===== src/psr_pkg.sv =====
// psr_pkg: shared types and constants of the PI speed regulator
// holds the control word layout, sequencer step numbers and fixed-point constants
// no dependencies
package psr_pkg;

  // fixed widths of the number formats
  localparam int unsigned GAIN_W  = 24;
  localparam int unsigned LIM_W   = 15;
  localparam int unsigned INTEG_W = 32;
  localparam int unsigned FRAC_W  = 16;
  localparam int unsigned KDEC_W  = 16;
  localparam int unsigned MAG_W   = 34;
  localparam int unsigned MUL_A_W = 35;
  localparam int unsigned MUL_B_W = GAIN_W + 1;
  localparam int unsigned PROD_W  = MUL_A_W + MUL_B_W;
  localparam int unsigned CFG_W   = 24;
  localparam int unsigned CFG_IDX_W = 3;
  localparam int unsigned STEP_W  = 4;

  // decay factors in Q0.16
  localparam logic [KDEC_W-1:0] K_DECAY_CLAMPED  = 16'd58982;
  localparam logic [KDEC_W-1:0] K_DECAY_DEADBAND = 16'd62259;

  // magnitude cap ahead of a decay multiply
  localparam logic [MAG_W-1:0] MAG_CAP = 34'h2_0000_0000;

  // register indexes of the configuration port
  typedef enum logic [CFG_IDX_W-1:0] {
    REG_PROP_GAIN   = 3'd0,
    REG_INTEG_GAIN  = 3'd1,
    REG_DRIVE_LIMIT = 3'd2,
    REG_GOAL_LIMIT  = 3'd3,
    REG_DEADBAND    = 3'd4
  } cfg_reg_e;

  typedef enum logic [1:0] {
    MUL_NONE,
    MUL_KP,
    MUL_KI,
    MUL_DECAY
  } mul_op_e;

  typedef enum logic [1:0] {
    SUM_HOLD,
    SUM_PROD_INTEG,
    SUM_INTEG,
    SUM_DECAY
  } sum_op_e;

  typedef enum logic [2:0] {
    JMP_NONE,
    JMP_ALWAYS,
    JMP_GOAL,
    JMP_SAT,
    JMP_NO_DECAY
  } jmp_e;

  // program step numbers
  localparam logic [STEP_W-1:0] ST_START  = 4'd0;
  localparam logic [STEP_W-1:0] ST_MUL_KP = 4'd1;
  localparam logic [STEP_W-1:0] ST_SUM    = 4'd2;
  localparam logic [STEP_W-1:0] ST_DRIVE  = 4'd3;
  localparam logic [STEP_W-1:0] ST_MUL_KI = 4'd4;
  localparam logic [STEP_W-1:0] ST_INTEG  = 4'd5;
  localparam logic [STEP_W-1:0] ST_DECAY  = 4'd6;
  localparam logic [STEP_W-1:0] ST_SCALE  = 4'd7;
  localparam logic [STEP_W-1:0] ST_LOAD_I = 4'd8;
  localparam logic [STEP_W-1:0] ST_CLAMP  = 4'd9;
  localparam logic [STEP_W-1:0] ST_GOAL   = 4'd10;

  // one control word of the program
  typedef struct packed {
    mul_op_e           mul_op;
    sum_op_e           sum_op;
    logic              ld_err;
    logic              eval_drive;
    logic              upd_integ;
    logic              set_goal;
    logic              emit;
    jmp_e              jmp;
    logic [STEP_W-1:0] target;
    logic              done;
  } ctrl_t;

  localparam ctrl_t CTRL_NOP = '{
    mul_op:     MUL_NONE,
    sum_op:     SUM_HOLD,
    ld_err:     1'b0,
    eval_drive: 1'b0,
    upd_integ:  1'b0,
    set_goal:   1'b0,
    emit:       1'b0,
    jmp:        JMP_NONE,
    target:     ST_START,
    done:       1'b0
  };

  // datapath flags the sequencer branches on
  typedef struct packed {
    logic is_goal;
    logic sat;
    logic no_decay;
  } status_t;

endpackage


===== src/psr_sequencer.sv =====
// psr_sequencer: step counter and program table of the PI speed regulator
// issues one control word per cycle unless a full output stalls it, branches on datapath flags
// depends on psr_pkg
module psr_sequencer import psr_pkg::*; (
  input  logic    clk_i,
  input  logic    rst_ni,
  input  logic    start_i,
  input  logic    out_full_i,
  input  status_t status_i,
  output ctrl_t   ctrl_o,
  output logic    busy_o
);

  // program table
  function automatic ctrl_t rom(input logic [STEP_W-1:0] step);
    ctrl_t c;
    c = CTRL_NOP;
    case (step)
      ST_START: begin
        c.ld_err = 1'b1;
        c.jmp    = JMP_GOAL;
        c.target = ST_GOAL;
      end
      ST_MUL_KP: c.mul_op = MUL_KP;
      ST_SUM:    c.sum_op = SUM_PROD_INTEG;
      ST_DRIVE: begin
        c.eval_drive = 1'b1;
        c.jmp        = JMP_SAT;
        c.target     = ST_LOAD_I;
      end
      ST_MUL_KI: c.mul_op = MUL_KI;
      ST_INTEG: begin
        c.sum_op = SUM_PROD_INTEG;
        c.jmp    = JMP_NO_DECAY;
        c.target = ST_CLAMP;
      end
      ST_DECAY: c.mul_op = MUL_DECAY;
      ST_SCALE: begin
        c.sum_op = SUM_DECAY;
        c.jmp    = JMP_ALWAYS;
        c.target = ST_CLAMP;
      end
      ST_LOAD_I: begin
        c.sum_op = SUM_INTEG;
        c.jmp    = JMP_ALWAYS;
        c.target = ST_DECAY;
      end
      ST_CLAMP: begin
        c.upd_integ = 1'b1;
        c.emit      = 1'b1;
        c.done      = 1'b1;
      end
      ST_GOAL: begin
        c.set_goal = 1'b1;
        c.done     = 1'b1;
      end
      default: c.done = 1'b1;
    endcase
    return c;
  endfunction

  logic              busy_q;
  logic [STEP_W-1:0] step_q;
  ctrl_t             word;
  logic              stall;
  logic              take;

  assign word   = rom(step_q);
  assign stall  = word.emit && out_full_i;
  assign ctrl_o = (busy_q && !stall) ? word : CTRL_NOP;
  assign busy_o = busy_q;

  // branch condition
  always_comb begin
    case (word.jmp)
      JMP_NONE:     take = 1'b0;
      JMP_ALWAYS:   take = 1'b1;
      JMP_GOAL:     take = status_i.is_goal;
      JMP_SAT:      take = status_i.sat;
      JMP_NO_DECAY: take = status_i.no_decay;
      default:      take = 1'b0;
    endcase
  end

  // step counter
  always_ff @(posedge clk_i or negedge rst_ni) begin
    if (!rst_ni) begin
      busy_q <= 1'b0;
      step_q <= ST_START;
    end else if (start_i) begin
      busy_q <= 1'b1;
      step_q <= ST_START;
    end else if (busy_q && !stall) begin
      if (word.done) begin
        busy_q <= 1'b0;
      end else if (take) begin
        step_q <= word.target;
      end else begin
        step_q <= step_q + 1'b1;
      end
    end
  end

endmodule


===== src/psr_datapath.sv =====
// psr_datapath: registers, shared multiplier and adder of the PI speed regulator
// holds configuration, goal, integrator and the drive result
// depends on psr_pkg
module psr_datapath import psr_pkg::*; #(
  parameter int unsigned DATA_WIDTH = 16
) (
  input  logic                         clk_i,
  input  logic                         rst_ni,
  input  logic                         cfg_we_i,
  input  logic [CFG_IDX_W-1:0]         cfg_idx_i,
  input  logic [CFG_W-1:0]             cfg_data_i,
  input  logic                         in_load_i,
  input  logic                         in_op_i,
  input  logic signed [DATA_WIDTH-1:0] in_speed_i,
  input  ctrl_t                        ctrl_i,
  output status_t                      status_o,
  output logic signed [DATA_WIDTH-1:0] drive_o,
  output logic                         sat_o
);

  localparam int unsigned SW  = DATA_WIDTH + 27;
  localparam int unsigned EW  = DATA_WIDTH + 1;
  localparam int unsigned CW  = 33;

  // configuration
  logic [GAIN_W-1:0] kp_q, ki_q;
  logic [LIM_W-1:0]  dlim_q, glim_q, dband_q;

  // item and working registers
  logic                         op_q;
  logic signed [DATA_WIDTH-1:0] speed_q;
  logic signed [DATA_WIDTH-1:0] goal_q;
  logic signed [INTEG_W-1:0]    integ_q;
  logic signed [EW-1:0]         err_q;
  logic signed [PROD_W-1:0]     prod_q;
  logic signed [SW-1:0]         sum_q;
  logic                         sign_q;
  logic signed [DATA_WIDTH-1:0] drive_q;
  logic                         sat_q;

  logic signed [SW-1:0]         dlim_ext, dlim_neg;
  logic                         sat_hi, sat_lo;
  logic                         sum_neg;
  logic [SW-1:0]                sum_abs;
  logic [MAG_W-1:0]             mag;
  logic signed [MUL_A_W-1:0]    mul_a;
  logic signed [MUL_B_W-1:0]    mul_b;
  logic [EW-1:0]                err_abs;
  logic signed [EW-1:0]         err_d;
  logic [MAG_W-1:0]             dec;
  logic signed [SW-1:0]         sum_d;
  logic signed [CW-1:0]         v_w, glim_w, goal_w;
  logic signed [INTEG_W-1:0]    integ_clamp;
  logic signed [DATA_WIDTH-1:0] drive_d;

  // limit in Q.16 and clamp tests on the running sum
  assign dlim_ext = $signed({{(SW-LIM_W-FRAC_W){1'b0}}, dlim_q, {FRAC_W{1'b0}}});
  assign dlim_neg = -dlim_ext;
  assign sat_hi   = sum_q > dlim_ext;
  assign sat_lo   = sum_q < dlim_neg;

  // capped magnitude for the decay multiply
  assign sum_neg = sum_q[SW-1];
  assign sum_abs = sum_neg ? (~sum_q + 1'b1) : sum_q;
  assign mag     = (sum_abs > SW'(MAG_CAP)) ? MAG_CAP : sum_abs[MAG_W-1:0];

  // error and its magnitude
  assign err_d   = $signed({goal_q[DATA_WIDTH-1], goal_q})
                 - $signed({speed_q[DATA_WIDTH-1], speed_q});
  assign err_abs = err_q[EW-1] ? (~err_q + 1'b1) : err_q;

  // multiplier operand selection
  always_comb begin
    mul_a = $signed({{(MUL_A_W-EW){err_q[EW-1]}}, err_q});
    mul_b = $signed({1'b0, kp_q});
    case (ctrl_i.mul_op)
      MUL_KP: mul_b = $signed({1'b0, kp_q});
      MUL_KI: mul_b = $signed({1'b0, ki_q});
      MUL_DECAY: begin
        mul_a = $signed({1'b0, mag});
        mul_b = $signed({{(MUL_B_W-KDEC_W){1'b0}},
                         (sat_q ? K_DECAY_CLAMPED : K_DECAY_DEADBAND)});
      end
      default: ;
    endcase
  end

  // adder input selection
  assign dec = prod_q[FRAC_W+MAG_W-1:FRAC_W];
  always_comb begin
    case (ctrl_i.sum_op)
      SUM_PROD_INTEG: sum_d = prod_q[SW-1:0]
                            + $signed({{(SW-INTEG_W){integ_q[INTEG_W-1]}}, integ_q});
      SUM_INTEG:      sum_d = $signed({{(SW-INTEG_W){integ_q[INTEG_W-1]}}, integ_q});
      SUM_DECAY:      sum_d = sign_q ? -$signed({{(SW-MAG_W){1'b0}}, dec})
                                     :  $signed({{(SW-MAG_W){1'b0}}, dec});
      default:        sum_d = sum_q;
    endcase
  end

  // drive, floored to an integer, or clamped
  always_comb begin
    if (sat_hi)      drive_d = dlim_ext[DATA_WIDTH+FRAC_W-1:FRAC_W];
    else if (sat_lo) drive_d = dlim_neg[DATA_WIDTH+FRAC_W-1:FRAC_W];
    else             drive_d = sum_q[DATA_WIDTH+FRAC_W-1:FRAC_W];
  end

  // integrator clamp
  always_comb begin
    if (sat_hi)      integ_clamp = dlim_ext[INTEG_W-1:0];
    else if (sat_lo) integ_clamp = dlim_neg[INTEG_W-1:0];
    else             integ_clamp = sum_q[INTEG_W-1:0];
  end

  // goal clamp
  assign v_w    = $signed({{(CW-DATA_WIDTH){speed_q[DATA_WIDTH-1]}}, speed_q});
  assign glim_w = $signed({{(CW-LIM_W){1'b0}}, glim_q});
  always_comb begin
    if (v_w > glim_w)       goal_w = glim_w;
    else if (v_w < -glim_w) goal_w = -glim_w;
    else                    goal_w = v_w;
  end

  assign status_o.is_goal  = !op_q;
  assign status_o.sat      = sat_hi || sat_lo;
  assign status_o.no_decay = !(CW'(err_abs) < CW'(dband_q));

  assign drive_o = drive_q;
  assign sat_o   = sat_q;

  // configuration, goal and integrator
  always_ff @(posedge clk_i or negedge rst_ni) begin
    if (!rst_ni) begin
      kp_q    <= '0;
      ki_q    <= '0;
      dlim_q  <= '1;
      glim_q  <= '1;
      dband_q <= '0;
      goal_q  <= '0;
      integ_q <= '0;
    end else begin
      if (cfg_we_i) begin
        case (cfg_idx_i)
          REG_PROP_GAIN: begin
            kp_q    <= cfg_data_i;
            integ_q <= '0;
          end
          REG_INTEG_GAIN: begin
            ki_q    <= cfg_data_i;
            integ_q <= '0;
          end
          REG_DRIVE_LIMIT: dlim_q  <= cfg_data_i[LIM_W-1:0];
          REG_GOAL_LIMIT:  glim_q  <= cfg_data_i[LIM_W-1:0];
          REG_DEADBAND:    dband_q <= cfg_data_i[LIM_W-1:0];
          default: ;
        endcase
      end
      if (ctrl_i.set_goal) begin
        goal_q <= goal_w[DATA_WIDTH-1:0];
        if (goal_w == '0) integ_q <= '0;
      end
      if (ctrl_i.upd_integ) integ_q <= integ_clamp;
    end
  end

  // working registers
  always_ff @(posedge clk_i) begin
    if (in_load_i) begin
      op_q    <= in_op_i;
      speed_q <= in_speed_i;
    end
    if (ctrl_i.ld_err) err_q <= err_d;
    if (ctrl_i.mul_op != MUL_NONE) prod_q <= mul_a * mul_b;
    if (ctrl_i.mul_op == MUL_DECAY) sign_q <= sum_neg;
    sum_q <= sum_d;
    if (ctrl_i.eval_drive) begin
      drive_q <= drive_d;
      sat_q   <= sat_hi || sat_lo;
    end
  end

endmodule


===== src/pi_speed_regulator_antiwindup_top.sv =====
// Sample item: 7 sequencer steps on the shared multiplier, 8 when the drive clamps,
// 9 when the deadband decay runs. Set-goal item: 2 steps, no result. One item at a
// time: the next item is taken in the cycle after the last step, even while a result
// waits; only a full output register stalls the last step of a sample.
// Reset clears gains, goal and integrator; both limits go to 32767.
// pi_speed_regulator_antiwindup_top: stream ports, output register, sequencer and datapath
// depends on psr_pkg, psr_sequencer, psr_datapath
module pi_speed_regulator_antiwindup_top import psr_pkg::*; #(
  parameter int unsigned DATA_WIDTH = 16
) (
  input  logic                                clk_i,
  input  logic                                rst_ni,
  // configuration write port
  input  logic                                cfg_we_i,
  input  logic [CFG_IDX_W-1:0]                cfg_idx_i,
  input  logic [CFG_W-1:0]                    cfg_data_i,
  // input items
  input  logic                                s_axis_tvalid,
  output logic                                s_axis_tready,
  input  logic [((DATA_WIDTH+7)/8)*8-1:0]     s_axis_tdata,  // speed_value
  input  logic                                s_axis_tuser,  // opcode
  // result items
  output logic                                m_axis_tvalid,
  input  logic                                m_axis_tready,
  output logic [((DATA_WIDTH+7)/8)*8-1:0]     m_axis_tdata,  // drive
  output logic                                m_axis_tuser   // saturated
);

  localparam int unsigned TDATA_W = ((DATA_WIDTH + 7) / 8) * 8;

  ctrl_t                        ctrl;
  status_t                      status;
  logic                         busy;
  logic                         accept;
  logic signed [DATA_WIDTH-1:0] drive;
  logic                         sat;
  logic                         out_valid_q;
  logic [DATA_WIDTH-1:0]        out_drive_q;
  logic                         out_sat_q;
  logic                         out_full;

  assign s_axis_tready = !busy;
  assign accept        = s_axis_tvalid && !busy;
  assign out_full      = out_valid_q && !m_axis_tready;

  psr_sequencer u_seq (
    .clk_i      (clk_i),
    .rst_ni     (rst_ni),
    .start_i    (accept),
    .out_full_i (out_full),
    .status_i   (status),
    .ctrl_o     (ctrl),
    .busy_o     (busy)
  );

  psr_datapath #(
    .DATA_WIDTH (DATA_WIDTH)
  ) u_dp (
    .clk_i      (clk_i),
    .rst_ni     (rst_ni),
    .cfg_we_i   (cfg_we_i),
    .cfg_idx_i  (cfg_idx_i),
    .cfg_data_i (cfg_data_i),
    .in_load_i  (accept),
    .in_op_i    (s_axis_tuser),
    .in_speed_i ($signed(s_axis_tdata[DATA_WIDTH-1:0])),
    .ctrl_i     (ctrl),
    .status_o   (status),
    .drive_o    (drive),
    .sat_o      (sat)
  );

  // output register
  always_ff @(posedge clk_i or negedge rst_ni) begin
    if (!rst_ni) begin
      out_valid_q <= 1'b0;
    end else if (ctrl.emit) begin
      out_valid_q <= 1'b1;
    end else if (m_axis_tready) begin
      out_valid_q <= 1'b0;
    end
  end

  always_ff @(posedge clk_i) begin
    if (ctrl.emit) begin
      out_drive_q <= drive;
      out_sat_q   <= sat;
    end
  end

  assign m_axis_tvalid = out_valid_q;
  assign m_axis_tdata  = {{(TDATA_W-DATA_WIDTH){1'b0}}, out_drive_q};
  assign m_axis_tuser  = out_sat_q;

endmodule


===== config.mk =====
export PLATFORM = sky130hd
export DESIGN_NAME = pi_speed_regulator_antiwindup_top
export DESIGN_NICKNAME = d
export VERILOG_FILES = /design/src/psr_pkg.sv /design/src/psr_sequencer.sv /design/src/psr_datapath.sv /design/src/pi_speed_regulator_antiwindup_top.sv
export SDC_FILE = /design/constraint.sdc
export NUM_CORES = 2
export LEC_CHECK = 0
export CORE_MARGIN = 4
export CORE_UTILIZATION = 60
export DETAILED_ROUTE_END_ITERATION = 8
export DONT_BUFFER_PORTS = 1
export HOLD_SLACK_MARGIN = 0.12
export PLACE_DENSITY = 0.83
export SLEW_MARGIN = 0
export SYNTH_ARGS = -nofsm -noshare
export SYNTH_HDL_FRONTEND = slang
export SYNTH_SLANG_ARGS = --single-unit

===== constraint.sdc =====
create_clock -name clk_i -period 25.3 [get_ports clk_i]
set_input_delay 3.795 -clock clk_i [delete_from_list [all_inputs] [get_ports clk_i]]
set_output_delay 3.795 -clock clk_i [all_outputs]
set_load 0.005 [all_outputs]

## Word-level counts from Yosys, hierarchy flattened

Cells that the tools add are included.

- Input bits: 49
- Register bits after elaboration: 309
- Output and inout port bits: 19

- Reductions and logical operators: 28
- Equality and inequality tests: 24
- $mul: 1
- Muxes and demuxes: 38
- $lt $le $gt $ge: 6
- Add/subtract/negate cells: 8
- Bitwise operators: 2

Operators by type and width:

| kind | count |
|---|---|
| 2-to-1 mux 32 bit | 7 |
| one-hot mux 43 bit (3 select lines) | 1 |
| 2-to-1 mux 43 bit | 2 |
| 2-to-1 mux 33 bit | 2 |
| multiplier 35 x 25 -> 50 bit | 1 |
| one-hot mux 24 bit (2 select lines) | 1 |
| adder 43 x 1 -> 43 bit (second input constant) | 1 |
| adder 43 bit | 1 |
| > comparator 43 x 32 -> 1 bit | 1 |
| > comparator 43 x 34 -> 1 bit (second input constant) | 1 |
| < comparator 43 bit | 1 |
| negator 31 -> 43 bit | 1 |
| negator 34 -> 43 bit | 1 |
| NOT 43 bit | 1 |
| 2-to-1 mux 35 bit | 1 |
| one-hot mux 7 bit (5 select lines) | 1 |
| 2-to-1 mux 17 bit | 2 |
| 2-to-1 mux 34 bit | 1 |
| logical NOT 33 bit | 1 |
| < comparator 16 x 33 -> 1 bit | 1 |
| negator 15 -> 33 bit | 1 |
| adder 17 x 1 -> 17 bit (second input constant) | 1 |
| < comparator 17 x 15 -> 1 bit | 1 |
| NOT 17 bit | 1 |
| 30 further kinds | 74 |

## Logic depth before layout (Yosys ltp)

- Depth after elaboration: 10
- Mapped depth: 41
- Gate-level depth less buffers: 38

## Modules after synthesis

Synthesis repeated with hierarchy kept, for this count alone.

- Cells, all modules: 5298
- Area total of the unflattened synthesis: 47419.2 µm²

Modules (own cells, without submodules):

| module | cells an instance | area an instance (µm²) | instances |
|---|---|---|---|
| psr_datapath | 5197 | 46249.4 | 1 |
| psr_sequencer | 79 | 604.3 | 1 |
| pi_speed_regulator_antiwindup_top | 22 | 565.5 | 1 |

## Worst setup path before layout

OpenSTA, ideal clock, no wires.

- Path type: register to register
- Start: register u_dp.sum_q[0]
- End: register u_dp.prod_q[47], data pin
- Arrival time: 9573 ps
- Buffers on the path: 2
- Setup time: 258 ps
- Stages on the path, launching flop included: 38
- Path slack: 15468 ps
- Cell sequence: edfxtp_1 > inv_1 > ha_1 > nor3b_2 > nand3_1 > or4_1 > o31ai_1 > xor2_1 > nand3_1 > nor4_1 > a41o_1 > nand3_2 > buf_6 > buf_6 > o21ai_4 > nand2_1 > fa_1 > inv_1 > [... 2 more ...] > fa_1 > fa_1 > fa_1 > inv_1 > fa_1 > inv_1 > ha_1 > a21o_1 > a31o_2 > nand2_1 > o211ai_1 > nor4bb_1 > nor4_1 > a2111o_1 > a21oi_1 > o21ai_0 > a21oi_1 > xnor2_1

- Word-level cells in the longest chain between the ends: 7

Ends and longest elaborated chain:

| what | line | source |
|---|---|---|
| from (decl) | psr_datapath.sv:36 | `logic signed [SW-1:0] sum_q;` |
| from (signal assigned) | psr_datapath.sv:175 | `sum_q <= sum_d;` |
| NOT 43 bit | psr_datapath.sv:64 | `assign sum_abs = sum_neg ? (~sum_q + 1'b1) : sum_q;` |
| adder 43 x 1 -> 43 bit | psr_datapath.sv:64 |  |
| 2-to-1 mux 43 bit (*) | psr_datapath.sv:64 |  |
| > comparator 43 x 34 -> 1 bit | psr_datapath.sv:65 | `assign mag = (sum_abs > SW'(MAG_CAP)) ? MAG_CAP : sum_abs[MAG_W-1:0];` |
| 2-to-1 mux 34 bit (*) | psr_datapath.sv:65 |  |
| 2-to-1 mux 35 bit (*) | psr_datapath.sv:76 | `case (ctrl_i.mul_op)` |
| multiplier 35 x 25 -> 50 bit (*) | psr_datapath.sv:173 | `if (ctrl_i.mul_op != MUL_NONE) prod_q <= mul_a * mul_b;` |
| to (signal assigned) | psr_datapath.sv:173 |  |
| to (decl) | psr_datapath.sv:35 | `logic signed [PROD_W-1:0] prod_q;` |

Every way passes the cells marked *; elsewhere a longest branch is shown, timed or not.
A chain may end at the register's enable or synchronous reset.

## Worst setup path after layout

- Start: register u_dp.sum_q[0]
- End: register u_dp.prod_q[45], data pin

Same word-level chain as after synthesis.

==> metrics.log <==
[metrics] share of cell area taken by muxes after synthesis: under 10%
[metrics] DRC errors left: 0
[metrics] Slew headroom: between 10% and 20%
[metrics] clock slew at the register clock pins of the worst setup and hold paths: 0.07 ns
[metrics] clock net sink count: about 310
[metrics] Sum Neg Setup Slack: 0 ns
[metrics] detail-routed via count per cell: between 6 and 7
[metrics] crit path capture type: register
[metrics] DIE AREA: just over 0.08 mm2
[metrics] share of the synthesized netlist area taken by xor and xnor gates: 4.12%
[metrics] iteration count of the initial detailed-routing pass: 6
[metrics] average wire per standard cell: between 20 and 25 um
[metrics] top cells by instance count after synthesis: 948 x sky130_fd_sc_hd__inv_1, 745 x sky130_fd_sc_hd__fa_1, 577 x sky130_fd_sc_hd__nor2_1
[metrics] Layout Area Growth over Synthesis: 4.54%
[metrics] leading post-synthesis cells by cell area: sky130_fd_sc_hd__fa_1 32%, sky130_fd_sc_hd__edfxtp_1 10%, sky130_fd_sc_hd__ha_1 8.3%, sky130_fd_sc_hd__inv_1 7.6%, sky130_fd_sc_hd__dfrtp_1 6.3%
[metrics] share of synthesized cell area in and, or, nand and nor gates: 13.8%
[metrics] number of hold buffers added after cts: 0
[metrics] clock latency reported for the late side of the worst-skew pair: between 0.5 and 0.6 ns
[metrics] Tightest Pin Transition: about 1.3 ns
[metrics] remaining antenna violation count: 0
[metrics] iteration-0 DRC count of the detailed router: roughly 4.2k
[metrics] Adder-Cell Fraction of Synth Area: about two fifths
[metrics] Initial Util: approximately three fifths
[metrics] biggest cell delay along the critical path: ~0.97 ns
[metrics] dominant synthesized flop cell: sky130_fd_sc_hd__edfxtp_1
[metrics] wire length of the first global-routing pass: about 220000 um
[metrics] type of origin of the critical path: register
[metrics] I/O pin count: slightly below 70
[metrics] Die Y-Extent: between 200 and 300 um
[metrics] vias in the first global route: 38.3k
[metrics] half-perimeter wire length after detailed placement: 107000 um
[metrics] H-tree levels: 1
[metrics] final critical path time including I/O delays and setup: approximately 12 ns
[metrics] number of synthesized flops with an enable pin: approximately 160
[metrics] synthesized netlist cell count: a little over 5k
[metrics] routed wire length: between 100000 and 150000 um
[metrics] Yosys Warn Count: 0
[metrics] Post-Synthesis Net Count: between 6k and 7k
[metrics] Max Fclk: about 82 MHz
[metrics] total overflow reported by the global router: 0
[metrics] Vias: ~37k
[metrics] MaxCap Viol Count: 0
[metrics] cell with the largest stage delay on the worst path: sky130_fd_sc_hd__o21a_1
[metrics] synthesized cell area: between 0.04 and 0.05 mm2
[metrics] horizontal extent of the die: around 290 um
[metrics] clock buffers created by TritonCTS: 30
[metrics] Final Hold Fails: 0
[metrics] clock tree skew after final layout: about 0.022 ns
[metrics] placer congestion estimate: ~1.0
[metrics] area fraction of the dominant cell type after synthesis: 32.0%
[metrics] Post-CTS Repair Setup Buffers: 0
[metrics] Worst Path Max Fanout: between 50 and 60
[metrics] result of the run: finished clean
[metrics] count of buffers inserted at the top-level ports: 0
[metrics] root buf cell: sky130_fd_sc_hd__clkbuf_16
[metrics] Crit path arrival time: approximately 12 ns
[metrics] Setup-failing EPs final: 0
[metrics] cell taking the most area after synthesis: sky130_fd_sc_hd__fa_1
[metrics] number of distinct standard cells referenced by the synthesized netlist: 94
[metrics] Largest delay share family, worst path: adder cells
[metrics] Net count, final: between 6k and 7k
[metrics] PostCTS Resize Cnt: 0
[metrics] Max Slew Vio Count: 0
[metrics] Crit path required time: between 20 and 30 ns
[metrics] FP Rows: a little over 100
[metrics] worst path buffer plus inverter count: 8
[metrics] initial antenna violation count: 2
[metrics] Setup Crit Path Kind: register to register
[metrics] most common cell in the synthesized netlist: sky130_fd_sc_hd__inv_1
[metrics] Hold Crit Class: register to register
[metrics] Synth Area in Compound Gates: a little under an eighth
[metrics] Std-Cell Core Area: 0.0765 mm2
[metrics] total global-route track usage: about a third
[metrics] syn avg cell area: 9.18 um2
[metrics] TritonCTS clock tree: yes
[metrics] Async SR Flop Fraction: between 40 and 50%
[metrics] share of synthesized area occupied by flip-flops and latches: 18.4%
[metrics] largest net degree at the start of global routing: between 100 and 150
[metrics] share of layout cells above drive strength 1: roughly 6.0%
[metrics] setup repair after global routing missed its margin: no
[metrics] main combinational cell family by area after synthesis: adder cells
[metrics] number of storage elements in the synthesis netlist: 309
[metrics] share of the clock period used by the worst path: between 40% and 50%
[metrics] maximum buffer depth of the clock tree: 3
-- cell usage in the layout, fill, tap and decap left out, types with 12 or more instances in the layout --
| cell type | count |
|---|---|
| sky130_fd_sc_hd__a22oi_1 | 21 |
| sky130_fd_sc_hd__or3_1 | 38 |
| sky130_fd_sc_hd__nor2b_1 | 19 |
| sky130_fd_sc_hd__clkbuf_16 | 31 |
| sky130_fd_sc_hd__nand2b_1 | 37 |
| sky130_fd_sc_hd__dfrtp_1 | 117 |
| sky130_fd_sc_hd__and3_1 | 13 |
| sky130_fd_sc_hd__fa_1 | 745 |
| sky130_fd_sc_hd__xor2_1 | 84 |
| sky130_fd_sc_hd__o31ai_1 | 32 |
| sky130_fd_sc_hd__nand2_1 | 499 |
| sky130_fd_sc_hd__a21boi_0 | 12 |
| sky130_fd_sc_hd__nand3_1 | 45 |
| sky130_fd_sc_hd__ha_1 | 308 |
| sky130_fd_sc_hd__a31oi_1 | 15 |
| sky130_fd_sc_hd__nand4_1 | 31 |
| sky130_fd_sc_hd__dfstp_2 | 30 |
| sky130_fd_sc_hd__o21a_1 | 60 |
| sky130_fd_sc_hd__a211oi_1 | 17 |
| sky130_fd_sc_hd__edfxtp_1 | 162 |
| sky130_fd_sc_hd__mux2_2 | 74 |
| sky130_fd_sc_hd__a22o_1 | 39 |
| sky130_fd_sc_hd__nor3_1 | 39 |
| sky130_fd_sc_hd__inv_1 | 948 |
| sky130_fd_sc_hd__nor2_1 | 574 |
| sky130_fd_sc_hd__xnor2_1 | 135 |
| sky130_fd_sc_hd__nor4_1 | 31 |
| sky130_fd_sc_hd__mux2i_1 | 28 |
| sky130_fd_sc_hd__and2_1 | 52 |
| sky130_fd_sc_hd__o22ai_1 | 19 |
| sky130_fd_sc_hd__a21o_1 | 67 |
| sky130_fd_sc_hd__a21oi_1 | 118 |
| sky130_fd_sc_hd__o211ai_1 | 39 |
| sky130_fd_sc_hd__o21ai_0 | 195 |
| sky130_fd_sc_hd__or4_1 | 16 |
| sky130_fd_sc_hd__buf_4 | 69 |
-- layer usage --
metal / part of all wire, % / GRT usage (%) / up-vias
met2: 44 / 52.1 / 2266
li1: - / - / 16000
met5: 0 / 0 / -
met3: 12 / 9.11 / 554
met4: 6.2 / 15.8 / 0
met1: 37 / 45.5 / 18100
-- final timing paths --
kind	startpoint	endpoint	cells past startpoint	slack, ns
setup / recovery	u_dp.sum_q[0]	u_dp.prod_q[45]	38	13.16
hold / removal	u_dp.drive_o[2]	m_axis_tdata[2]	0	0.42
setup reg to reg	u_dp.sum_q[0]	u_dp.prod_q[45]	38	13.16
hold reg to reg	u_dp.drive_o[2]	m_axis_tdata[2]	0	0.42
max in group asynchronous	rst_ni	u_dp.dlim_q[0]	0	22.08
min in group asynchronous	rst_ni	u_dp.goal_q[0]	0	2.92
-- layout make-up --
type / instances / area (um2)
Timing Repair Buffer: 69 / 518
Clock inverter: 17 / 213
Fill cell: 6107 / 27800
Sequential cell: 309 / 8580
Antenna cell: 2 / 5.00
Tap cell: 1030 / 1290
Multi-Input combinational cell: 3601 / 33700
Inverter: 951 / 3570
Clock buffer: 39 / 856
-- worst register-to-register path: cells and delay by family, from the launching register on --
| kind | cells | cell delay [ns] |
|---|---|---|
| AOI/OAI and AO/OA | 8 | 2.98 |
| xor gates and xnor gates | 1 | 0.14 |
| adders and majority gates | 9 | 4.14 |
| buffers and inverters | 8 | 1.10 |
| DFF | 1 | 0.49 |
| and+or+nand+nor | 12 | 3.06 |
-- kinds of logic (layout without fill, tap and decap cells) --
kind of cell / Yosys count / in the layout
buffers and inverters: 1165 / 1076
other: 0 / 2
xor gates and xnor gates: 219 / 219
adders and majority gates: 1053 / 1053
muxes: 102 / 102
DFF: 309 / 309
AOI/OAI and AO/OA: 777 / 777
and+or+nand+nor: 1450 / 1450
-- flip-flops by register name, indices dropped and copies added (netlist names), 17 cells and up --
signal        flops
u_dp.sum_q       43
u_dp.ki_q        24
u_dp.prod_q      50
u_dp.integ_q     32
u_dp.err_q       17
u_dp.kp_q        24
-- through the flow --
stage | instance area [um2] | utilization, % | cells | setup slack [ns] | hold WS (ns)
floorplan | 46600 | - | 5075 | 15.47 | 0.400
global placement | 47600 | 62.3 | 5960 | 13.67 | 0.403
finish | 48700 | 63.7 | 6018 | 13.16 | 0.419
global route | 48700 | 63.7 | 6016 | 12.79 | 0.429
CTS | 48700 | 63.7 | 6016 | 13.47 | 0.418
detailed placement | 47600 | 62.3 | 5960 | 13.50 | 0.406
Power is left out: the tool's default activity adds up to more than one toggle a clock period on the data nets, which glitch-free logic cannot reach.
